==> config.mk <==
export PLATFORM = sky130hd
export DESIGN_NAME = dns_wildcard_responder
export DESIGN_NICKNAME = d
export VERILOG_FILES = /design/src/hw/rtl/dnswr_pkg.sv /design/src/hw/rtl/dns_wildcard_responder.sv
export SDC_FILE = /design/constraint.sdc
export NUM_CORES = 1
export LEC_CHECK = 0
export BUFFER_PORTS_ARGS = -buffer_cell sky130_fd_sc_hd__buf_2
export CORE_ASPECT_RATIO = 1.5
export CORE_UTILIZATION = 54
export DETAILED_ROUTE_END_ITERATION = 6
export GPL_ROUTABILITY_DRIVEN = 0
export PLACE_DENSITY = 0.86
export SLEW_MARGIN = 0
export SYNTH_ARGS = -nofsm -noshare
export SYNTH_HDL_FRONTEND = slang
export SYNTH_SLANG_ARGS = --single-unit
==> constraint.sdc <==
create_clock -name aclk -period 2.85 [get_ports aclk]
set_clock_uncertainty 0.15 [all_clocks]
set_input_delay 0.1425 -clock aclk [delete_from_list [all_inputs] [get_ports aclk]]
set_output_delay 0.1425 -clock aclk [all_outputs]
set_load 0.005 [all_outputs]
==> src/hw/rtl/dnswr_pkg.sv <==
// Package for the DNS wildcard responder: beat types, constants and answer record table.
`timescale 1ns / 1ps

package dnswr_pkg;

    localparam int unsigned DEF_MAX_QUERY_BYTES = 512;

    localparam int unsigned APB_ADDR_W = 3;
    localparam int unsigned APB_DATA_W = 32;

    localparam logic REG_ANSWER_ADDRESS = 1'b0;
    localparam logic REG_ANSWER_TTL     = 1'b1;

    localparam logic [31:0] RESET_ANSWER_ADDRESS = 32'hC0A8_0401;
    localparam logic [31:0] RESET_ANSWER_TTL     = 32'd60;

    localparam logic [2:0] PH_HEADER = 3'd0;
    localparam logic [2:0] PH_LENGTH = 3'd1;
    localparam logic [2:0] PH_LABEL  = 3'd2;
    localparam logic [2:0] PH_TAIL   = 3'd3;
    localparam logic [2:0] PH_DONE   = 3'd4;

    localparam logic [2:0] TAIL_BYTES = 3'd4;
    localparam logic [3:0] ANSWER_LAST_IDX = 4'd15;

    localparam logic [7:0] FLAGS_HI_REPLY = 8'h81;
    localparam logic [7:0] FLAGS_LO_REPLY = 8'h80;
    localparam logic [7:0] ANCOUNT_LO     = 8'h01;

    typedef struct packed {
        logic [7:0] in_byte;
        logic       in_last;
    } in_beat_t;

    typedef struct packed {
        logic [7:0] out_byte;
        logic       byte_valid;
        logic       last;
        logic       drop;
    } out_beat_t;

    function automatic logic [7:0] answer_byte(input logic [3:0] idx,
                                               input logic [31:0] ttl,
                                               input logic [31:0] addr);
        logic [7:0] b;
        unique case (idx)
            4'd0:    b = 8'hC0;
            4'd1:    b = 8'h0C;
            4'd2:    b = 8'h00;
            4'd3:    b = 8'h01;
            4'd4:    b = 8'h00;
            4'd5:    b = 8'h01;
            4'd6:    b = ttl[31:24];
            4'd7:    b = ttl[23:16];
            4'd8:    b = ttl[15:8];
            4'd9:    b = ttl[7:0];
            4'd10:   b = 8'h00;
            4'd11:   b = 8'h04;
            4'd12:   b = addr[31:24];
            4'd13:   b = addr[23:16];
            4'd14:   b = addr[15:8];
            default: b = addr[7:0];
        endcase
        return b;
    endfunction

endpackage

==> src/hw/rtl/dns_wildcard_responder.sv <==
// Top level of the DNS wildcard responder: query parser, answer burst and APB registers.
// A reply beat is registered in the output register in the cycle after its query beat is taken.
// Throughput: one query beat per cycle while the output is not stalled; the beat that ends the
//   question adds a 16-beat answer burst from the answer counter, during which s_ready is low.
// Reset: aresetn (synchronous, active low) clears parser state and output valid and
//   loads answer_address 192.168.4.1 and answer_ttl 60.
`timescale 1ns / 1ps

module dns_wildcard_responder
    import dnswr_pkg::*;
#(
    parameter int unsigned MAX_QUERY_BYTES = DEF_MAX_QUERY_BYTES
) (
    input  logic                  aclk,
    input  logic                  aresetn,
    input  logic                  s_valid,
    output logic                  s_ready,
    input  in_beat_t              s_payload,
    output logic                  m_valid,
    input  logic                  m_ready,
    output out_beat_t             m_payload,
    input  logic                  psel,
    input  logic                  penable,
    input  logic                  pwrite,
    input  logic [APB_ADDR_W-1:0] paddr,
    input  logic [APB_DATA_W-1:0] pwdata,
    output logic [APB_DATA_W-1:0] prdata,
    output logic                  pready
);

    localparam int unsigned POS_W = $clog2(MAX_QUERY_BYTES + 1);
    localparam logic [POS_W-1:0] POS_MAX = POS_W'(MAX_QUERY_BYTES);

    logic [31:0] answer_address_reg;
    logic [31:0] answer_ttl_reg;

    logic [POS_W-1:0] pos_reg, pos_next;
    logic [2:0]       phase_reg, phase_next;
    logic [7:0]       label_rem_reg, label_rem_next;
    logic [2:0]       tail_rem_reg, tail_rem_next;
    logic             resp_seen_reg, resp_seen_next;

    logic       burst_reg, burst_next;
    logic [3:0] ans_idx_reg, ans_idx_next;
    logic       burst_last_reg, burst_last_next;
    logic       burst_drop_reg, burst_drop_next;

    logic      m_valid_reg, m_valid_next;
    out_beat_t m_payload_reg, m_payload_next;

    logic       out_free;
    logic       in_fire;
    logic       cfg_write;
    logic       emit;
    logic       trigger;
    logic [7:0] o_byte;
    logic [7:0] b;
    logic       drop_now;

    assign pready    = 1'b1;
    assign cfg_write = psel & penable & pwrite;
    assign prdata    = (paddr[2] == REG_ANSWER_TTL) ? answer_ttl_reg : answer_address_reg;

    assign out_free  = !m_valid_reg || m_ready;
    assign s_ready   = !burst_reg && out_free;
    assign in_fire   = s_valid && s_ready;
    assign m_valid   = m_valid_reg;
    assign m_payload = m_payload_reg;
    assign b         = s_payload.in_byte;

    always_comb begin
        pos_next       = pos_reg;
        phase_next     = phase_reg;
        label_rem_next = label_rem_reg;
        tail_rem_next  = tail_rem_reg;
        resp_seen_next = resp_seen_reg;
        emit           = 1'b0;
        trigger        = 1'b0;
        o_byte         = b;

        if (pos_reg < POS_MAX) begin
            pos_next = pos_reg + 1'b1;
            unique case (phase_reg)
                PH_HEADER: begin
                    emit = 1'b1;
                    if (pos_reg == POS_W'(2)) begin
                        resp_seen_next = resp_seen_reg | b[7];
                        o_byte = FLAGS_HI_REPLY;
                    end else if (pos_reg == POS_W'(3)) begin
                        o_byte = FLAGS_LO_REPLY;
                    end else if (pos_reg == POS_W'(7)) begin
                        o_byte = ANCOUNT_LO;
                    end else if (pos_reg == POS_W'(6) || pos_reg >= POS_W'(8)) begin
                        o_byte = 8'h00;
                    end
                    if (pos_reg >= POS_W'(11)) begin
                        phase_next = PH_LENGTH;
                    end
                end
                PH_LENGTH: begin
                    emit = 1'b1;
                    if (b == 8'h00) begin
                        phase_next    = PH_TAIL;
                        tail_rem_next = TAIL_BYTES;
                    end else begin
                        phase_next     = PH_LABEL;
                        label_rem_next = b;
                    end
                end
                PH_LABEL: begin
                    emit = 1'b1;
                    if (label_rem_reg > 8'd1) begin
                        label_rem_next = label_rem_reg - 1'b1;
                    end else begin
                        label_rem_next = 8'd0;
                        phase_next     = PH_LENGTH;
                    end
                end
                PH_TAIL: begin
                    emit = 1'b1;
                    if (tail_rem_reg > 3'd1) begin
                        tail_rem_next = tail_rem_reg - 1'b1;
                    end else begin
                        tail_rem_next = 3'd0;
                        phase_next    = PH_DONE;
                        trigger       = 1'b1;
                    end
                end
                default: begin
                end
            endcase
        end

        drop_now = (phase_next != PH_DONE) || resp_seen_next;
    end

    always_comb begin
        m_valid_next    = m_valid_reg;
        m_payload_next  = m_payload_reg;
        burst_next      = burst_reg;
        ans_idx_next    = ans_idx_reg;
        burst_last_next = burst_last_reg;
        burst_drop_next = burst_drop_reg;

        if (out_free) begin
            m_valid_next = 1'b0;
        end

        if (burst_reg && out_free) begin
            m_valid_next              = 1'b1;
            m_payload_next.out_byte   = answer_byte(ans_idx_reg, answer_ttl_reg,
                                                    answer_address_reg);
            m_payload_next.byte_valid = 1'b1;
            m_payload_next.last       = 1'b0;
            m_payload_next.drop       = 1'b0;
            ans_idx_next              = ans_idx_reg + 1'b1;
            if (ans_idx_reg == ANSWER_LAST_IDX) begin
                burst_next          = 1'b0;
                m_payload_next.last = burst_last_reg;
                m_payload_next.drop = burst_last_reg & burst_drop_reg;
            end
        end else if (in_fire) begin
            if (emit || s_payload.in_last) begin
                m_valid_next              = 1'b1;
                m_payload_next.out_byte   = emit ? o_byte : 8'h00;
                m_payload_next.byte_valid = emit;
                m_payload_next.last       = s_payload.in_last & !trigger;
                m_payload_next.drop       = s_payload.in_last & !trigger & drop_now;
            end
            if (trigger) begin
                burst_next      = 1'b1;
                ans_idx_next    = 4'd0;
                burst_last_next = s_payload.in_last;
                burst_drop_next = resp_seen_next;
            end
        end
    end

    always_ff @(posedge aclk) begin
        if (!aresetn) begin
            answer_address_reg <= RESET_ANSWER_ADDRESS;
            answer_ttl_reg     <= RESET_ANSWER_TTL;
        end else if (cfg_write) begin
            if (paddr[2] == REG_ANSWER_TTL) begin
                answer_ttl_reg <= pwdata;
            end else begin
                answer_address_reg <= pwdata;
            end
        end
    end

    always_ff @(posedge aclk) begin
        if (!aresetn) begin
            pos_reg       <= '0;
            phase_reg     <= PH_HEADER;
            label_rem_reg <= '0;
            tail_rem_reg  <= '0;
            resp_seen_reg <= 1'b0;
        end else if (in_fire) begin
            if (s_payload.in_last) begin
                pos_reg       <= '0;
                phase_reg     <= PH_HEADER;
                label_rem_reg <= '0;
                tail_rem_reg  <= '0;
                resp_seen_reg <= 1'b0;
            end else begin
                pos_reg       <= pos_next;
                phase_reg     <= phase_next;
                label_rem_reg <= label_rem_next;
                tail_rem_reg  <= tail_rem_next;
                resp_seen_reg <= resp_seen_next;
            end
        end
    end

    always_ff @(posedge aclk) begin
        if (!aresetn) begin
            m_valid_reg <= 1'b0;
            burst_reg   <= 1'b0;
            ans_idx_reg <= '0;
        end else begin
            m_valid_reg <= m_valid_next;
            burst_reg   <= burst_next;
            ans_idx_reg <= ans_idx_next;
        end
    end

    always_ff @(posedge aclk) begin
        m_payload_reg  <= m_payload_next;
        burst_last_reg <= burst_last_next;
        burst_drop_reg <= burst_drop_next;
    end

endmodule

==> metrics.yaml, run 1 <==
clk_pin_slew_worst_paths_ns: 0.07
cp_max_fo: 15
place_area_um2: 6250
crit_path_end_kind: "flop"
std_cell_rows: 45
worstSetupStartpointType: "flop"
nFillCells: 795
postCtsHoldBufs: 39
grt_antenna_before_repair: 0
synth.top_cell.area_share: 0.335
yosys.area.top_type: "dfxtp_1"
drcViolationCount: 2
crit_required_ns: 2.85
violations: "design-rule violations"
yosysUniqueCellTypes: 59
vias: 5709
ir_drop_mv: 0.292
initial_core_util: 0.559
grt_pass1_wl_mm: 26.5
post-place-ws_ns: 0.359
synth_ff_type: "dfxtp_1"
clock_path_buffers: 2
synth_nets: 750
wl_mm: 16.4
fin_nets: 853
cts_buffers: 9
final_cell_area_um2: 6900
synth.area.top_cells: "dfxtp_1, nand2_1, a21boi_0"
maxSlewHeadroom: 0.400
synthCells: 689
viasPerCell: 6.09
power_leakage_nw: 2.66
fp.dieW_um: 86.1
power_density_nw_per_um2: 456
min_period_over_period: 0.895
fin_crit_ns: 2.55
coreArea_um2: 10200
synthArstFlopShare: 0
first_pass_iters: 7
synth_seq_cells: 108
cts_max_level: 3
grt_pass1_vias: 5561
grt_max_degree: 81
setup_ws_ns: 0.299
grt_use_total: 0.303
ys_seq_area_frac: 0.398
dp.cells: 883
final_hold_viol_count: 0
drive_above_1_share: 0.198
n_antenna_cell: 0
cts_tree: "done"
drv_slew: 0
post_cts_buffers: 0
instances_no_fill: 938
status: "finished, violations left"
cts_num_sinks: 108
tightest_slew_ns: 0.900
boundaryPins: 97
wire_per_inst_um: 17.5
syn_avg_cell_area_um2: 8.32
clock_latency_ns: 0.35
drtIter0Drc: 493
dp_hpwl_mm: 11.1
area_delta_synth_final_pct: 20.5
cp.arrival_ns: 2.55
netlist_area_um2: 5730
synth-warning-count: 0
drv_cap: 0
timing.fmax_mhz: 392
cts-root-buf: "clkbuf_16"
drtAntennaViolNets: 0
die-height_um: 128
holdCritPathClass: "in2reg"
numPortBuffers: 93
rsz0062_at_grt: "false"
post_cts_resized: 0
synth-edff-count: 12
critPathKind: "reg2reg"
die_area_um2: 11000
grt_overflow: 0
finalSetupViolations: 0
final.setup.tns_ns: 0
-- cells in the final DEF, fill, tap and decap left out, types with 15 or more instances in the layout --
cell,netlist,final
inv_1,19,19
dfxtp_1,96,96
mux2_2,34,34
buf_2,1,93
nor2_1,32,30
a21boi_0,58,58
dlygate4sd3_1,0,39
a21oi_1,15,15
nand2_1,162,162
o21ai_0,26,26
nand3_1,30,30
-- final timing paths --
path	startpoint	to	slack (ns)	depth (start not counted)
min	s_payload[1]	label_rem_reg[0]	0.005	3
min reg2reg	answer_address_reg[2]	answer_address_reg[2]	0.33	2
max	ans_idx_reg[0]	m_payload[10]	0.30	5
max reg2reg	ans_idx_reg[0]	m_payload[10]	0.30	5
-- final cells by class --
class                      count  area [um^2]  area share
multi-input combinational    514         3200       0.463
sequential                   108         2280       0.331
timing repair buffer         140          916       0.133
clock buffer                  12          236      0.0343
tap                          141          176      0.0256
inverter                      19         71.3      0.0103
clock inverter                 4         26.3     0.00381
-- synth_stat cells (12+ instances only) --
library cell and number:
clkbuf_1 44, a21oi_1 15, mux2_2 34, nor2_1 32, a21boi_0 58, edfxtp_1 12, a221oi_1 12, nand2_1 162
o21ai_0 26, nand3_1 30, inv_1 19, dfxtp_1 96, nor3_1 12
-- routing by layer --
layer / up-vias / track usage / share of wire
met5: - / 0 / 0
met4: 0 / 0.145 / 0.037
met3: 48 / 0.0438 / 0.071
met2: 302 / 0.551 / 0.52
met1: 2715 / 0.342 / 0.37
li1: 2644 / - / -
-- worst max-delay path, stage by stage, from the launching register on --
cell and delay [ns]:
dfxtp_1 0.42, inv_1 0.11, ha_1 0.43, a2111oi_4 0.71, a2111oi_0 0.18, o32ai_1 0.35
-- cells by family after synthesis --
family	after synthesis	share of synthesized area
AOI/OAI and AO/OA	167	0.213
xor gates and xnor gates	9	0.0138
adders and majority gates	10	0.0218
buffers and inverters	67	0.0448
DFF	108	0.398
muxes	40	0.0773
other	1	0.000655
and+or+nand+nor	287	0.231
-- where the power goes --
group | total (mW) | switching, mW | internal (mW)
sequential | 1.62 | 0.0392 | 1.58
combinational | 0.387 | 0.200 | 0.187
clock | 1.14 | 0.546 | 0.593
-- metrics by stage --
stage	power [mW]	utilization	hold slack [ns]
after floorplan	1.85	-	0.0914
after global placement	1.98	0.610	0.221
after detailed placement	1.99	0.610	0.226
after CTS	3.14	0.674	0.00109
after global routing	3.25	0.674	0.0158
final	3.15	0.674	0.00483
Power figures use the tool's default switching activity.
==> inputs of run 2 (changes only) <==
Settings changed: CORE_ASPECT_RATIO 1.5 to 2, PLACE_DENSITY 0.86 to 0.77.
==> run 2 against run 1 <==
The run now ends clean. Global-route usage is 2.4 points higher. Cell count is 0.21% lower. Die area is 0.16% higher. Largest power group unchanged.
==> metrics.yaml, run 2 (synthesis gave the netlist of run 1 again) <==
holdCritStartpoint: "s_payload[8]"
dp.cells: 881  # -0.23%
holdCritPathClass: "in2reg"
dp_hpwl_mm: 12.0  # +8.3%
tightest_slew_ns: 0.822  # -0.0780 ns
clkPwrFrac: 0.399  # +0.037
grt_pass1_vias: 5665  # +1.9%
fp.dieW_um: 74.8  # -13%
r2r_slack_ns: 0.35  # +0.06 ns
max_stage_delay_ns: 0.52  # -0.19 ns
maxSlewHeadroom: 0.452  # +0.0514
boundaryPins: 97  # unchanged
grt_overflow: 0  # unchanged
cp.arrival_ns: 2.43  # -0.12 ns
crit_required_ns: 2.78  # -0.07 ns
drive_above_1_share: 0.203  # +0.00525
nFillCells: 828  # +4.2%
ir_drop_mv: 0.308  # +5.5%
wl_mm: 16.9  # +2.9%
whs_path_depth: 3  # unchanged
power_mw: 3.34  # +6.3%
cts-root-buf: "clkbuf_16"
combPwrFrac: 0.118  # -0.005
hold_ws_ns: 0.0235  # +0.0187 ns
clock_path_buffers: 2  # unchanged
fin_crit_ns: 2.50  # -0.0559 ns
regToRegEndpoint: "m_payload[3]"
slowest_stage: "a2111oi_0"
grt_max_degree: 52  # -36%
die_area_um2: 11100  # +0.16%
instances_no_fill: 936  # -0.21%
crit_path_end_kind: "flop"
worstSetupStartpointType: "flop"
cp_max_fo: 16  # +1
std_cell_rows: 52  # +16%
power_leakage_nw: 2.71  # +1.7%
power_density_nw_per_um2: 479  # +5.1%
cts_buffers: 9  # unchanged
wire_per_inst_um: 18.0  # +3.1%
initial_core_util: 0.561  # +0.00178
vias: 5698  # -0.19%
final_hold_viol_count: 0  # unchanged
drtIter0Drc: 356  # -28%
area_delta_synth_final_pct: 21.9
cts_tree: "done"
drv_cap: 0  # unchanged
grt_antenna_before_repair: 0  # unchanged
fin_nets: 857  # +0.47%
die-height_um: 148  # +15%
critPathKind: "reg2reg"
cts_max_level: 3  # unchanged
drtAntennaViolNets: 0  # unchanged
cp_top_family: "compound AO/OA/AOI/OAI gates"
drv_slew: 0  # unchanged
coreArea_um2: 10200  # -0.32%
min_period_over_period: 0.876  # -0.0196
cts_num_sinks: 108  # unchanged
n_antenna_cell: 0  # unchanged
viasPerCell: 6.09  # about the same
p_int_mw: 2.54  # +7.6%
final_cell_mix: "nand2_1, dfxtp_1, buf_2, a21boi_0, dlygate4sd3_1"
grt_use_total: 0.327  # +0.0242
final.setup.tns_ns: 0  # unchanged
r2r_start: "ans_idx_reg[0]"
drcViolationCount: 0  # -2
clock_latency_ns: 0.35  # about the same
grt_pass1_wl_mm: 27.4  # +3.4%
post-place-ws_ns: 0.430  # +0.0716 ns
cp_cell_sequence: "inv_1 -> ha_1 -> a22o_1 -> nand2_1 -> a21oi_1 -> a2111oi_0 -> o22ai_1"
first_pass_iters: 6  # -1
path_buf_inv: 1  # unchanged
timing.fmax_mhz: 401  # +2.2%
status: "finished, final reports clean"
seqPwrFrac: 0.483  # -0.032
final_common_cell: "nand2_1"
whs_endpoint: "label_rem_reg[7]"
setup_ws_ns: 0.355  # +0.0559 ns
sw_frac_of_total: 0.241  # -0.00915
rsz0062_at_grt: "false"
finalSetupViolations: 0  # unchanged
p_switching_uw: 804  # +2.4%
numPortBuffers: 93  # unchanged
rr_worst_depth: 7  # +2
clk_pin_slew_worst_paths_ns: 0.07  # about the same
[run 2: cell type report]
| class | count | area, um^2 | area share |
|---|---|---|---|
| clock inverters | 6 | 88.8 | 0.0127 |
| repair buffers | 144 | 946 | 0.135 |
| multi-input cells | 514 | 3200 | 0.458 |
| inverters | 19 | 71.3 | 0.0102 |
| flip-flops and latches | 108 | 2280 | 0.327 |
| well taps | 135 | 169 | 0.0242 |
| clock buffers | 10 | 229 | 0.0328 |
[run 2: metal layers]
metal	wire [um]	vias to the layer above	global-route usage
met4	1230	0	0.263
met1	5910	2682	0.348
li1	-	2652	-
met5	0	-	0
met2	8880	288	0.548
met3	877	76	0.0518
[run 2: per-stage QoR]
stage	instance area [um^2]	util
2_1_floorplan	5730	-
3_3_place_gp	6270	0.614
3_5_place_dp	6270	0.614
4_1_cts	6980	0.683
5_1_grt	6980	0.683
6_report	6980	0.683
[run 2: power by group through the flow]
stage               Clock (mW)  Combinational, mW  Sequential [mW]
floorplan                    0              0.214             1.64
global placement             0              0.337             1.65
detailed placement           0              0.345             1.65
CTS                       1.35              0.388             1.62
global route              1.40              0.428             1.62
finish                    1.33              0.394             1.62
[run 2: what timing repair did]
| item | 4_1_cts | 5_1_grt |
|---|---|---|
| endpoints found under the hold margin | 73 | 0 |
| setup endpoints to repair | 0 | 0 |
| resized for setup | 0 | 0 |
| buffers inserted | 0 | 0 |
| hold buffers | 39 | 0 |
[run 2: how the worst max path moves through the flow]
stage | cells after the start | start | to | slack [ns]
4_1_cts | 5 | ans_idx_reg[0] | m_payload[10] | 0.40
2_1_floorplan | 9 | ans_idx_reg[0] | m_payload[5] | 0.65
5_1_grt | 7 | ans_idx_reg[0] | m_payload[3] | 0.18
6_report | 7 | ans_idx_reg[0] | m_payload[3] | 0.35
3_3_place_gp | 7 | ans_idx_reg[0] | m_payload[3] | 0.50
3_5_place_dp | 7 | ans_idx_reg[0] | m_payload[5] | 0.43
[run 2: worst min-delay path: cells and delay by family]
kind	cells	cell delay, ns
buffers and inverters	1	0.14
and+or+nand+nor	1	0.11
AOI/OAI and AO/OA	1	0.08
